### src/swls_pkg.sv
// Shared types and constants for the sliding-window latency statistics unit.
`timescale 1ns / 1ps
package swls_pkg;

  localparam int Window    = 32;
  localparam int PtrW      = $clog2(Window);
  localparam int CntW      = $clog2(Window + 1);
  localparam int SampleW   = 32;
  localparam int PctW      = 7;
  localparam int MeanW     = 40;
  localparam int SumW      = SampleW + PtrW;
  localparam int DivW      = SumW + 8;
  localparam int DivCntW   = $clog2(DivW + 1);
  localparam logic [PctW-1:0] PctReset = PctW'(95);
  localparam int PctScale  = 100;
  // Division by 100 as a multiply by 5243 / 2^19; exact for every count times percentile.
  localparam int RankRecip = 5243;
  localparam int RankShift = 19;
  localparam int RankMulW  = CntW + PctW + RankShift;

  // Commands from the controller to the datapath.
  typedef struct packed {
    logic load;      // write the new sample, clear accumulators
    logic scan_clr;  // start a scan over slot j (reset counters)
    logic scan_step; // process ring slot i against candidate j
    logic pick;      // register the current candidate as chosen
    logic div_start;
    logic div_step;
    logic out_load;
  } swls_cmd_t;

  // Status from the datapath to the controller.
  typedef struct packed {
    logic i_last;
    logic j_last;
    logic found;
    logic div_done;
  } swls_sts_t;

endpackage

### src/swls_ctrl.sv
// Controller state machine sequencing the insert, scan, divide and output.
`timescale 1ns / 1ps
module swls_ctrl (
  input  logic                clk,
  input  logic                rst_n,
  input  logic                in_valid,
  output logic                in_stall,
  output logic                out_valid,
  input  logic                out_stall,
  input  swls_pkg::swls_sts_t sts,
  output swls_pkg::swls_cmd_t cmd
);
  import swls_pkg::*;

  typedef enum logic [2:0] {
    ST_IDLE, ST_CLR, ST_SCAN, ST_DIV, ST_OUT
  } state_t;

  state_t state_r, state_nxt;
  logic   out_valid_r, out_valid_nxt;
  logic   pick_done_r, pick_done_nxt;

  assign in_stall  = (state_r != ST_IDLE);
  assign out_valid = out_valid_r;

  // Next-state and command decode.
  always_comb begin
    state_nxt     = state_r;
    out_valid_nxt = out_valid_r;
    pick_done_nxt = pick_done_r;
    cmd           = '0;
    if (out_valid_r && !out_stall) begin
      out_valid_nxt = 1'b0;
    end
    case (state_r)
      ST_IDLE: begin
        if (in_valid) begin
          cmd.load      = 1'b1;
          pick_done_nxt = 1'b0;
          state_nxt     = ST_CLR;
        end
      end
      ST_CLR: begin
        cmd.scan_clr = 1'b1;
        state_nxt    = ST_SCAN;
      end
      ST_SCAN: begin
        cmd.scan_step = 1'b1;
        if (sts.i_last) begin
          if (sts.found && !pick_done_r) begin
            cmd.pick      = 1'b1;
            pick_done_nxt = 1'b1;
          end
          if (sts.j_last) begin
            cmd.div_start = 1'b1;
            state_nxt     = ST_DIV;
          end else begin
            state_nxt = ST_CLR;
          end
        end
      end
      ST_DIV: begin
        cmd.div_step = 1'b1;
        if (sts.div_done) begin
          state_nxt = ST_OUT;
        end
      end
      ST_OUT: begin
        if (!out_valid_r || !out_stall) begin
          cmd.out_load  = 1'b1;
          out_valid_nxt = 1'b1;
          state_nxt     = ST_IDLE;
        end
      end
      default: state_nxt = ST_IDLE;
    endcase
  end

  // State and registered outputs.
  always_ff @(posedge clk) begin
    if (!rst_n) begin
      state_r     <= ST_IDLE;
      out_valid_r <= 1'b0;
      pick_done_r <= 1'b0;
    end else begin
      state_r     <= state_nxt;
      out_valid_r <= out_valid_nxt;
      pick_done_r <= pick_done_nxt;
    end
  end

  // An item is only taken while idle.
  assert property (@(posedge clk) disable iff (!rst_n)
    (state_r != ST_IDLE) |-> in_stall)
    else $error("input taken while busy");
  // The output register is only reloaded when free or draining.
  assert property (@(posedge clk) disable iff (!rst_n)
    cmd.out_load |-> (!out_valid_r || !out_stall))
    else $error("result overwritten");
  // A load happens only from idle.
  assert property (@(posedge clk) disable iff (!rst_n)
    cmd.load |=> (state_r == ST_CLR))
    else $error("load sequencing");

endmodule

### src/swls_dp.sv
// Datapath: sample ring, scan counters, rank selection and mean divider.
`timescale 1ns / 1ps
module swls_dp (
  input  logic                          clk,
  input  logic                          rst_n,
  input  swls_pkg::swls_cmd_t           cmd,
  output swls_pkg::swls_sts_t           sts,
  input  logic [swls_pkg::SampleW-1:0]  in_sample_us,
  input  logic                          cfg_we,
  input  logic [swls_pkg::PctW-1:0]     cfg_data,
  output logic [swls_pkg::CntW-1:0]     out_sample_count,
  output logic [swls_pkg::MeanW-1:0]    out_mean_fixed,
  output logic [swls_pkg::SampleW-1:0]  out_max_sample,
  output logic [swls_pkg::SampleW-1:0]  out_percentile_sample
);
  import swls_pkg::*;

  logic [SampleW-1:0] ring [Window];
  logic [PtrW-1:0]    wp_r;
  logic [CntW-1:0]    held_r;
  logic [PctW-1:0]    pct_r;
  logic [CntW-1:0]    rank_r;
  logic [PtrW-1:0]    i_r, j_r;
  logic [CntW-1:0]    less_r, leq_r;
  logic [SampleW-1:0] cand_r;
  logic [SampleW-1:0] max_r, pick_r;
  logic [SumW-1:0]    sum_r;
  logic [DivW-1:0]    quo_r;
  logic [CntW:0]      rem_r;
  logic [DivCntW-1:0] dcnt_r;
  logic [SampleW-1:0] ring_rd_r;
  logic [CntW-1:0]    less_nxt, leq_nxt;
  logic [CntW+PctW-1:0] prod;
  logic [RankMulW-1:0]  rank_mul;
  logic [CntW+PctW-1:0] rank_raw;
  logic [CntW:0]      rem_sh;

  // ring_rd_r is a registered copy of ring slot i_r.
  assign less_nxt = less_r + CntW'(ring_rd_r < cand_r);
  assign leq_nxt  = leq_r + CntW'(ring_rd_r <= cand_r);
  assign sts.i_last = (CntW'(i_r) == held_r - 1'b1);
  assign sts.j_last = (CntW'(j_r) == held_r - 1'b1);
  // Candidate j is the rank's element if rank lies in [less, leq).
  assign sts.found = (less_nxt <= rank_r) && (rank_r < leq_nxt);
  assign sts.div_done = (dcnt_r == DivCntW'(DivW));

  // Rank: floor(n * pct / 100) by reciprocal multiplication, clamped.
  assign prod     = CntW'(held_r) * (CntW+PctW)'(pct_r);
  assign rank_mul = RankMulW'(prod) * RankMulW'(RankRecip);
  assign rank_raw = (CntW+PctW)'(rank_mul >> RankShift);
  assign rem_sh   = {rem_r[CntW-1:0], quo_r[DivW-1]};

  // Configuration register.
  always_ff @(posedge clk) begin
    if (!rst_n) begin
      pct_r <= PctReset;
    end else if (cfg_we) begin
      pct_r <= cfg_data;
    end
  end

  // Ring write and pointers.
  always_ff @(posedge clk) begin
    if (cmd.load) begin
      ring[wp_r] <= in_sample_us;
    end
  end

  always_ff @(posedge clk) begin
    if (!rst_n) begin
      wp_r   <= '0;
      held_r <= '0;
    end else if (cmd.load) begin
      wp_r <= (CntW'(wp_r) == CntW'(Window - 1)) ? '0 : wp_r + 1'b1;
      if (held_r != CntW'(Window)) begin
        held_r <= held_r + 1'b1;
      end
    end
  end

  // Scan: outer index j picks a candidate, inner index i counts ranks.
  always_ff @(posedge clk) begin
    if (cmd.load) begin
      j_r   <= '0;
      sum_r <= '0;
      max_r <= '0;
    end else if (cmd.scan_clr) begin
      i_r       <= '0;
      less_r    <= '0;
      leq_r     <= '0;
      cand_r    <= ring[j_r];
      ring_rd_r <= ring[PtrW'(0)];
      rank_r <= (rank_raw >= (CntW+PctW)'(held_r)) ? held_r - 1'b1 : CntW'(rank_raw);
    end else if (cmd.scan_step) begin
      less_r    <= less_nxt;
      leq_r     <= leq_nxt;
      i_r       <= i_r + 1'b1;
      ring_rd_r <= ring[i_r + 1'b1];
      if (j_r == '0) begin
        sum_r <= sum_r + SumW'(ring_rd_r);
        if (ring_rd_r > max_r) max_r <= ring_rd_r;
      end
      if (sts.i_last) j_r <= j_r + 1'b1;
    end
    if (cmd.pick) pick_r <= cand_r;
  end

  // Restoring divider, one quotient bit per cycle.
  always_ff @(posedge clk) begin
    if (cmd.div_start) begin
      // With one held sample the sum's only addition lands on this same edge.
      quo_r  <= {((j_r == '0) ? sum_r + SumW'(ring_rd_r) : sum_r), 8'h00};
      rem_r  <= '0;
      dcnt_r <= '0;
    end else if (cmd.div_step && !sts.div_done) begin
      dcnt_r <= dcnt_r + 1'b1;
      if (rem_sh >= {1'b0, held_r}) begin
        rem_r <= rem_sh - {1'b0, held_r};
        quo_r <= {quo_r[DivW-2:0], 1'b1};
      end else begin
        rem_r <= rem_sh;
        quo_r <= {quo_r[DivW-2:0], 1'b0};
      end
    end
  end

  // Output register.
  always_ff @(posedge clk) begin
    if (cmd.out_load) begin
      out_sample_count      <= held_r;
      out_mean_fixed        <= MeanW'(quo_r);
      out_max_sample        <= max_r;
      out_percentile_sample <= pick_r;
    end
  end

  // The rank lies inside the held set during a scan.
  assert property (@(posedge clk) disable iff (!rst_n)
    cmd.scan_step |-> (rank_r < held_r))
    else $error("rank out of range");
  // The held count never exceeds the window.
  assert property (@(posedge clk) disable iff (!rst_n)
    held_r <= CntW'(Window))
    else $error("held count overflow");
  // The divider runs only on a non-empty window.
  assert property (@(posedge clk) disable iff (!rst_n)
    cmd.div_start |-> (held_r != '0))
    else $error("divide by zero");

endmodule

### src/sliding_window_latency_stats_unit.sv
// Top level of the sliding-window latency statistics unit.
// A new sample is taken only after the previous result is loaded into the output register;
// the pairwise rank scan over every candidate and the one-bit-per-cycle mean divider set the pace.
// Reset clears pointer, count and control; percentile resets to 95; ring is not cleared.
`timescale 1ns / 1ps
module sliding_window_latency_stats_unit (
  input  logic                          clk,
  input  logic                          rst_n,
  input  logic                          in_valid,
  output logic                          in_stall,
  input  logic [swls_pkg::SampleW-1:0]  in_sample_us,
  output logic                          out_valid,
  input  logic                          out_stall,
  output logic [swls_pkg::CntW-1:0]     out_sample_count,
  output logic [swls_pkg::MeanW-1:0]    out_mean_fixed,
  output logic [swls_pkg::SampleW-1:0]  out_max_sample,
  output logic [swls_pkg::SampleW-1:0]  out_percentile_sample,
  input  logic                          cfg_we,
  input  logic [swls_pkg::PctW-1:0]     cfg_data
);
  import swls_pkg::*;

  swls_cmd_t cmd;
  swls_sts_t sts;

  // Controller.
  swls_ctrl u_ctrl (
    .clk(clk), .rst_n(rst_n), .in_valid(in_valid), .in_stall(in_stall),
    .out_valid(out_valid), .out_stall(out_stall), .sts(sts), .cmd(cmd)
  );

  // Datapath.
  swls_dp u_dp (
    .clk(clk), .rst_n(rst_n), .cmd(cmd), .sts(sts), .in_sample_us(in_sample_us),
    .cfg_we(cfg_we), .cfg_data(cfg_data), .out_sample_count(out_sample_count),
    .out_mean_fixed(out_mean_fixed), .out_max_sample(out_max_sample),
    .out_percentile_sample(out_percentile_sample)
  );

endmodule
### config.mk
export PLATFORM = sky130hd
export DESIGN_NAME = sliding_window_latency_stats_unit
export DESIGN_NICKNAME = d
export VERILOG_FILES = /design/src/swls_pkg.sv /design/src/swls_ctrl.sv /design/src/swls_dp.sv /design/src/sliding_window_latency_stats_unit.sv
export SDC_FILE = /design/constraint.sdc
export NUM_CORES = 2
export LEC_CHECK = 0
export ABC_AREA = 0
export BUFFER_PORTS_ARGS = -buffer_cell sky130_fd_sc_hd__buf_4
export CORE_MARGIN = 2
export CORE_UTILIZATION = 47
export DETAILED_ROUTE_END_ITERATION = 6
export GPL_TIMING_DRIVEN = 0
export PLACE_DENSITY = 0.65
export SLEW_MARGIN = 15
export SYNTH_ARGS = -nofsm -noshare
export SYNTH_HDL_FRONTEND = slang
export SYNTH_HIERARCHICAL = 1
export SYNTH_SLANG_ARGS = --single-unit
### constraint.sdc
create_clock -name clk -period 28.3 [get_ports clk]
set_input_delay 8.49 -clock clk [delete_from_list [all_inputs] [get_ports clk]]
set_output_delay 8.49 -clock clk [all_outputs]
set_load 0.05 [all_outputs]
==> metrics <==
Worst Max-Slew Pin Slew 1380 ps; largest fanout on the critical path 10; root buffer cell clkbuf_16; Yosys cell types 75; Area after DPL 75,000 um^2; vias in the first global route 41,500; top post-synthesis cells by area edfxtp_1 (56%), mux4_2 (21%), ha_1 (4.5%), dfxtp_1 (3.4%), fa_1 (2.2%); leading area contributor after synthesis edfxtp_1; most frequent CP cell buf_4; hold-critical path endpoint u_dp/out_percentile_sample[24]; Fmax 82.1 MHz; number of post-CTS setup repair buffers 0; Pre-antenna DRT Iters 7; CTS Hold Bufs 0; CP Class in -> reg; Ys Warns 6; Synth Net Count 4,420; r2r setup slk 17,180 ps; min Tclk post-route roughly 12,000 ps; clk slew on worst S/H paths 60 ps; die height a little under 400 um; CTS max path bufs 3; post-synthesis sequential area ratio approximately 59%; Mean Syn Cell Area approximately 17 um^2; die width 388 um; Starting Density 47.5%; Detail Route Antenna Nets 0; Hold Vio Cnt, Final 0; Routed WL per cell 32.7 um; critical path's slowest cell nor3_2; number of cells on the worst hold path 0; Remaining Overflow, GRT 0; setup tns final 0 ps; GRT Total Usage 28.3%; row cnt 140; commonest non-fill, non-tap cell in the layout edfxtp_1; Clock Sinks 1,407; largest net degree at the start of global routing 33; Slew Viols, Final 0; final wirelength 213 mm; cells on worst reg2reg path 41; Mapped Area 69,400 um^2; CP Cell Sequence buf_4, nor2b_1, and2_1, clkbuf_1, clkbuf_1, nand2_1, nor3_2, buf_6, buf_4, buf_4; layout cells sized above 1 28.1%; Pwr per Cell Area between 60 and 70 nW/um^2; nets@finish 4,852; final instance area 79,600 um^2; CTS tree yes; initial antenna violation count 9; Layout Skew slightly below 30 ps; vias per cell 6.54; most frequent cells in the layout edfxtp_1 (1,290), mux4_2 (640), inv_1 (254); Cells after Synth 4,050; worst reg2reg startpoint u_dp/held_r[0]; core footprint around 150,000 um^2; Synth-to-Final Area Change 14.7%; r2r endpoint u_dp/rank_r[1]; min-delay worst type reg -> reg; Worst path max stage delay 930 ps; DR DRC count 0; hold_sp u_dp/pick_r[24]; Final Setup Violations 0; critical path data required time 28,770 ps; RSZ-0062 raised after global routing no; die footprint 151,000 um^2; antenna diode count 0; Post-synth EDFFs 1,290; worst path arrival time 12,640 ps; port bufs about 150; async set-or-reset flop fraction in the synthesized netlist 0%; DP HPWL between 150 and 200 mm; peak supply drop 0.0462 mV; Max Cap Viol 0; worst skew pair latency slightly below 800 ps; Final Wtd Congestion 0.926; DR iter-0 viols 5,942; Critical Path Start Type input pin; P_leak 0.0274 uW; first-pass GRT wire length 302 mm; Via Count 42,600; Ports 156; slew margin rel. 7.80%; Period Utilization, post-route 43.0%; element type at the critical path end register; H-tree depth 4; CTS resizes 0; Yosys top cell area share 55.8%; Main synth FF type edfxtp_1; status finished, final reports clean; CTS buffer count 144; register bit count reported by yosys between 1,000 and 1,500
-- per-stage QoR --
step / worst slack [ps] / total power (uW) / std cells / hold slack [ps] / utilization, %
after floorplan: 14010 / 3080 / 4050 / 400 / -
after global placement: 9570 / 3420 / 6121 / 402 / 49.9
after detailed placement: 15400 / 3440 / 6249 / 405 / 51.3
after CTS: 16190 / 5280 / 6509 / 419 / 54.4
after global routing: 16080 / 5470 / 6513 / 423 / 54.5
final: 16120 / 5280 / 6513 / 416 / 54.5
-- layout make-up --
type                    count  area, um^2
fillers                 11400       66500
flip-flops and latches   1407       41100
multi-input cells        2163       26700
clock buffers             194        3950
repair buffers            286        2910
well taps                1917        2400
plain buffers             226         976
inverters                 254         953
clock inverters            66         589
-- critical path, delay by kind of cell --
| family | cells | cell delay (ps) |
|---|---|---|
| buffers and inverters | 6 | 2220 |
| and+or+nand+nor | 4 | 1880 |
-- cells in the mapped netlist, types with 18 or more instances --
cell and n:
nor3_1 28, a21oi_1 117, and3_1 20, a21o_1 47, nor2_1 138, dfxtp_1 117
xnor2_1 50, buf_1 59, nand3_1 41, edfxtp_1 1290, mux4_2 640, mux2i_1 90
inv_1 254, fa_1 75, xor2_1 44, ha_1 251, a211oi_1 23, nand4_1 24
nand2_1 195, and2_1 49, clkbuf_1 141, mux2_2 33, nand2b_1 18, nor2b_1 34
o21ai_0 98
-- sequential cells by signal, indices dropped and copies added, names as in the netlist, 7 cells and up --
name / flops
u_dp/cand_r: 32
u_dp/ring_rd_r: 32
u_dp/out_max_sample: 32
u_dp/pick_r: 32
u_dp/out_mean_fixed: 40
u_dp/max_r: 32
u_dp/quo_r: 45
u_dp/out_percentile_sample: 32
u_dp/pct_r: 7
u_dp/sum_r: 37
u_dp/ring: 1024
-- routing by layer --
layer  GRT usage [%]  vias to the layer above  share of wire (%)
met5               0                        -              0.041
met4            10.7                       12                4.0
met3            9.23                      469                 14
met2            43.0                     3095                 45
met1            38.3                    21900                 37
li1                -                    17100                  -
-- cell families (layout without fill, tap and decap cells) --
family / count (synthesis) / after routing / share of synthesized area, %
multiplexers: 767 / 767 / 22.7
flip-flops: 1407 / 1407 / 59.2
buffers and inverters: 480 / 1026 / 2.67
AO/OA/AOI/OAI: 389 / 389 / 3.48
XOR/XNOR: 94 / 94 / 1.19
adder cells (fa/ha/maj): 326 / 326 / 6.69
AND/OR/NAND/NOR: 587 / 587 / 4.05
-- worst max-delay path by stage --
stage / from / to / slack (ps)
after CTS: in_valid / u_dp/ring[12][18] / 16190
final: in_valid / u_dp/ring[12][18] / 16120
after global routing: in_valid / u_dp/ring[12][18] / 16080
after global placement: in_valid / u_dp/ring[3][18] / 9570
after detailed placement: in_valid / u_dp/ring[12][19] / 15400
after floorplan: out_stall / u_dp/out_max_sample[0] / 14010
-- power by group --
| part | total (uW) | leakage (uW) | switching (uW) | internal (uW) |
|---|---|---|---|---|
| Combinational | 1030 | 0.0126 | 618 | 413 |
| Clock | 1860 | 0.00222 | 788 | 1070 |
| Sequential | 2390 | 0.0126 | 55.1 | 2330 |
| Total | 5280 | 0.0274 | 1460 | 3820 |
(Power assumes the default switching activity.)
